--- config.mk ---
export PLATFORM = sky130hd
export DESIGN_NAME = bbc_cell
export DESIGN_NICKNAME = d
export VERILOG_FILES = /design/src/rtl/bbc_pkg.sv /design/src/rtl/bbc_cell.sv
export SDC_FILE = /design/constraint.sdc
export NUM_CORES = 1
export LEC_CHECK = 0
export BUFFER_PORTS_ARGS = -buffer_cell sky130_fd_sc_hd__clkbuf_2
export CAP_MARGIN = 25
export CORE_MARGIN = 3
export CORE_UTILIZATION = 30
export CTS_CLUSTER_SIZE = 16
export DETAILED_ROUTE_END_ITERATION = 12
export PLACE_DENSITY = 0.55
export SLEW_MARGIN = 5
export SYNTH_ARGS = -nofsm -noshare
export SYNTH_HDL_FRONTEND = slang
export SYNTH_SLANG_ARGS = --single-unit
export TNS_END_PERCENT = 30
--- constraint.sdc ---
create_clock -name clk -period 2.67 [get_ports clk]
set_clock_uncertainty 0.2 [all_clocks]
set_input_delay 0.6675 -clock clk [delete_from_list [all_inputs] [get_ports clk]]
set_output_delay 0.6675 -clock clk [all_outputs]
set_load 0.01 [all_outputs]
--- src/rtl/bbc_pkg.sv ---
package bbc_pkg;

  localparam int NUM_BUFFERS_DEF = 32;
  // Entry index width; wide enough for up to 256 entries.
  localparam int IDX_W = 8;
  localparam int CNT_W = 8;
  localparam int DEV_W = 8;
  localparam int BLK_W = 32;
  localparam int SLOT_W = 5;
  localparam logic [CNT_W-1:0] CNT_MAX = '1;

  typedef enum logic [1:0] {
    OP_GET     = 2'd0,
    OP_RELEASE = 2'd1,
    OP_FLAGS   = 2'd2,
    OP_NONE    = 2'd3
  } op_t;

  typedef enum logic [1:0] {
    ST_OK       = 2'd0,
    ST_NO_FREE  = 2'd1,
    ST_UNREF    = 2'd2,
    ST_OVERFLOW = 2'd3
  } status_t;

  typedef enum logic [1:0] {
    CMD_INC,
    CMD_ALLOC,
    CMD_RELEASE,
    CMD_FLAGS
  } cmd_kind_t;

  typedef logic [IDX_W-1:0] idx_t;

  // Request fields held steady for the whole scan.
  typedef struct packed {
    logic [DEV_W-1:0] device;
    logic [BLK_W-1:0] block_number;
    idx_t             slot;
  } req_t;

  // Scan token handed from cell to cell.
  typedef struct packed {
    logic             valid;
    logic             found;
    idx_t             f_idx;
    idx_t             f_rank;
    logic [CNT_W-1:0] f_cnt;
    logic             f_valid;
    logic             v_ok;
    idx_t             v_idx;
    idx_t             v_rank;
    logic             t_hit;
    logic [CNT_W-1:0] t_cnt;
    idx_t             t_rank;
  } token_t;

  // Update broadcast to every cell.
  typedef struct packed {
    logic             valid;
    cmd_kind_t        kind;
    idx_t             idx;
    logic [DEV_W-1:0] device;
    logic [BLK_W-1:0] block_number;
    logic             new_valid;
    logic             new_dirty;
    logic             mru;
    idx_t             rank;
  } cmd_t;

endpackage

--- src/rtl/bbc_cell.sv ---
module bbc_cell import bbc_pkg::*; #(
  parameter int NUM_BUFFERS = NUM_BUFFERS_DEF,
  parameter int IDX = 0
) (
  input  logic   clk,
  input  logic   rst,
  input  req_t   req,
  input  token_t tok_in,
  output token_t tok_out,
  input  cmd_t   cmd
);

  localparam idx_t MY_IDX = IDX_W'(IDX);
  localparam idx_t RANK_RST = IDX_W'(NUM_BUFFERS - 1 - IDX);

  logic [DEV_W-1:0] tag_device;
  logic [BLK_W-1:0] tag_block;
  logic [CNT_W-1:0] ref_count;
  logic             valid_bit;
  logic             dirty_bit;
  logic             has_tag;
  idx_t             rank;
  token_t           tok_next;

  // Fold this entry into the running best-so-far.
  always_comb begin
    tok_next = tok_in;
    if (has_tag && tag_device == req.device && tag_block == req.block_number &&
        (!tok_in.found || rank < tok_in.f_rank)) begin
      tok_next.found   = 1'b1;
      tok_next.f_idx   = MY_IDX;
      tok_next.f_rank  = rank;
      tok_next.f_cnt   = ref_count;
      tok_next.f_valid = valid_bit;
    end
    if (ref_count == '0 && !dirty_bit && (!tok_in.v_ok || rank > tok_in.v_rank)) begin
      tok_next.v_ok   = 1'b1;
      tok_next.v_idx  = MY_IDX;
      tok_next.v_rank = rank;
    end
    if (req.slot == MY_IDX) begin
      tok_next.t_hit  = 1'b1;
      tok_next.t_cnt  = ref_count;
      tok_next.t_rank = rank;
    end
  end

  always_ff @(posedge clk) begin
    if (rst) begin
      tok_out <= '0;
    end else begin
      tok_out <= tok_next;
    end
  end

  always_ff @(posedge clk) begin
    if (rst) begin
      tag_device <= '0;
      tag_block  <= '0;
      ref_count  <= '0;
      valid_bit  <= 1'b0;
      dirty_bit  <= 1'b0;
      has_tag    <= 1'b0;
      rank       <= RANK_RST;
    end else if (cmd.valid) begin
      if (cmd.idx == MY_IDX) begin
        unique case (cmd.kind)
          CMD_INC: begin
            ref_count <= ref_count + 1'b1;
          end
          CMD_ALLOC: begin
            tag_device <= cmd.device;
            tag_block  <= cmd.block_number;
            has_tag    <= 1'b1;
            valid_bit  <= 1'b0;
            dirty_bit  <= 1'b0;
            ref_count  <= CNT_W'(1);
          end
          CMD_RELEASE: begin
            ref_count <= ref_count - 1'b1;
            if (cmd.mru) begin
              rank <= '0;
            end
          end
          CMD_FLAGS: begin
            valid_bit <= cmd.new_valid;
            dirty_bit <= cmd.new_dirty;
          end
        endcase
      end else if (cmd.kind == CMD_RELEASE && cmd.mru && rank < cmd.rank) begin
        rank <= rank + 1'b1;
      end
    end
  end

endmodule

==> results.md <==
- Hold Fails Final Rpt: 0
- Post-synthesis cell count: around 650
- Clock Pin Slew Worst Setup and Hold Paths: 60 ps
- Drt via density: 4.61
- Kind of critical path: reg -> reg
- Initial antenna violation count: 0
- I/O pins: 234
- Clk_lat worst skew: 410 ps
- Post-DP HPWL: 13000 um
- Fin crit period: 2480 ps
- PwrDens: 581 mW/mm^2
- CTS Buffer Depth: 2
- Die Span X: 143 um
- Fillcell total: ~1900
- Num CTS Buffers: 17
- Post-route worst setup slack: around 190 ps
- Startpoint types: flop
- Crit Path Max Fanout: 6
- Commonest non-fill, non-tap cell in the layout: clkbuf_2
- Initial core utilization: 31.0%
- Routed wire per std cell: around 15 um
- ANT nets after route: 0
- Slew Limit Fails: 0
- Worst Max-Slew Pin Slew: slightly above 800 ps
- Fmax: around 400 MHz
- Num rows: 49
- Core Box Area: 0.0182 sq mm
- Die area: between 0.02 and 0.025 sq mm
- Via count: between 5000 and 6000
- Crit end category: flop
- Critical-path cell list: ha_1 > a211o_1 > a21oi_1 > o2111ai_1 > or4_1 > a21oi_1
- CP max-delay cell: dfxtp_1
- Max Cap Viol: 0
- Post-synthesis sequential area ratio: 42.6%
- Worst EP required: 2800 ps
- Top_reg_cell synth: dfxtp_1
- WL final: roughly 17000 um
- Worst IR drop on VDD: 596 uV
- RSZ-0062 raised after global routing: false
- Number of global-route vias before repair: around 5400
- Syn_area_per_cell: a little under 9 sq um
- IO Port Bufs: 233
- Util after Layout: a little over two fifths
- Resize count post-CTS: 0
- Initial DRC Count: 195
- CP bufs+invs: 0
- DRC Markers: 0
- Layout cell share with drive strength beyond 1: 35.4%
- CTS tree: done
- H-Tree Level Count: 4
- P_leak: 3.85 nW
- Synth Cell Area: 0.00564 sq mm
- Overflow after GRT: 0
- Crit path max-delay family: compound AO/OA/AOI/OAI gates
- Netlist cell types: 53
- Cell chosen for the clock root: clkbuf_16
- Worst Hold Class: in -> reg
- Run status: finished clean
- Final Setup Violations: 0
- Cell mode on critical path: a21oi_1
- Syn. warnings: 0
- EDFF count, synth: 0
- Antenna fix cells: 0
- Max-slew headroom: a little under half
- FF+latch count, synth: 120
- Hold buffers post-CTS: 0
- Worst EP arrival: 2620 ps
- Post-CTS Setup Inserts: 0
- Pre-antenna DRT Iters: 4
- Nets@finish: 1121
- P&R area growth vs syn: 41.4%
- Post-Syn Nets: 854
- Async set-or-reset flop fraction in the synthesized netlist: 0%
- Crit share post-route: between 90% and 100%
- GRT Resource Usage Total: about 17%
- Pin count of the biggest net entering global routing: 54
- Commonest cells after routing, fill and taps aside: 232 x clkbuf_2, 120 x dfxtp_1, 94 x nand2_1
- Die height: approximately 140 um
- Clk sinks: 120
- Pre-CTS setup slack: -151 ps
- Crit path largest cell delay: 530 ps
- First-pass GRT wire length: roughly 27000 um
- Routability congestion estimate: 0.803
- Total power: 0.00463 W
routing by layer:
metal	share of wire, %	track usage, %	vias up
met5	0	0	-
met4	1.3	5.00	0
met3	6.3	5.02	12
met2	48	27.8	154
met1	44	20.6	2391
li1	-	-	2792
flip-flops by register name, summed over array words and instances, names as in the netlist:
| name | flops |
|---|---|
| tag_device | 8 |
| tag_block | 32 |
| rank | 8 |
| ref_count | 8 |
| tok_out | 61 |
| valid_bit | 1 |
| dirty_bit | 1 |
| has_tag | 1 |
area by class of cell:
type,instances,area (sq um),area share [%]
clock buffers,19,453,5.68
clock inverters,13,145,1.82
inverters,26,97.6,1.22
multi-input cells,473,3000,37.6
flip-flops and latches,120,2400,30.1
well taps,229,287,3.59
repair buffers,280,1600,20.0
stage by stage:
step | area, sq um | cells | TNS, ps | hold WS, ps
after floorplan | 5650 | 651 | 0 | 234
after global placement | 7380 | 1128 | -2710 | 251
after detailed placement | 7380 | 1128 | -3110 | 254
after CTS | 7980 | 1160 | 0 | 237
after global routing | 7980 | 1160 | 0 | 236
final | 7980 | 1160 | 0 | 255
Yosys cell counts, types with 3 or more instances:
master	n	area [sq um]
nor3_1	4	20.0
nand4_1	3	18.8
clkbuf_1	21	78.8
o211ai_1	5	37.5
nor2_1	49	184
inv_1	26	97.6
a221o_1	4	40.0
a21o_1	3	22.5
nand3_1	30	150
xor2_1	36	315
and3_1	3	18.8
a21o_2	3	26.3
nor2b_1	9	56.3
nand2b_1	3	18.8
a21oi_1	73	365
dfxtp_1	120	2400
o21ai_1	11	55.1
and2_1	8	50.1
o21ai_0	12	60.1
mux2i_1	25	250
buf_2	7	35.0
or3_1	4	25.0
nor3b_1	8	60.1
a22oi_1	4	30.0
nand2_1	94	353
buf_6	3	33.8
xnor2_1	6	52.6
ha_1	29	363
a211o_1	3	26.3
nor4_1	15	93.8
worst paths after layout:
kind                         startpoint                          to  slack, ps  cells past startpoint
max                rank[5]$_SDFFE_PP0P_        rank[7]$_SDFFE_PP0P_        190                      6
min                          tok_in[28]      tok_out[28]$_SDFF_PP0_        250                      2
max reg2reg        rank[5]$_SDFFE_PP0P_        rank[7]$_SDFFE_PP0P_        190                      6
min reg2reg  tag_block[31]$_SDFFE_PP0P_  tag_block[31]$_SDFFE_PP0P_        260                      2
where the power goes:
group | leakage (nW) | internal (W) | total (W) | switching, W
Clock | 0.275 | 0.00143 | 0.00230 | 0.000869
Combinational | 2.59 | 0.000243 | 0.000470 | 0.000227
Sequential | 0.983 | 0.00184 | 0.00187 | 0.0000210
Total | 3.85 | 0.00352 | 0.00463 | 0.00112
logic make-up (layout without fill, tap and decap cells):
family                     Yosys count  after routing  synth area share [%]
muxes                               26             26                  4.63
AOI/OAI and AO/OA                  133            133                  14.1
xor gates and xnor gates            42             42                  6.52
DFF                                120            120                  42.6
and+or+nand+nor                    242            242                  20.8
adders and majority gates           30             30                  6.78
buffers and inverters               58            338                  4.59
Power figures use the tool's default switching activity.
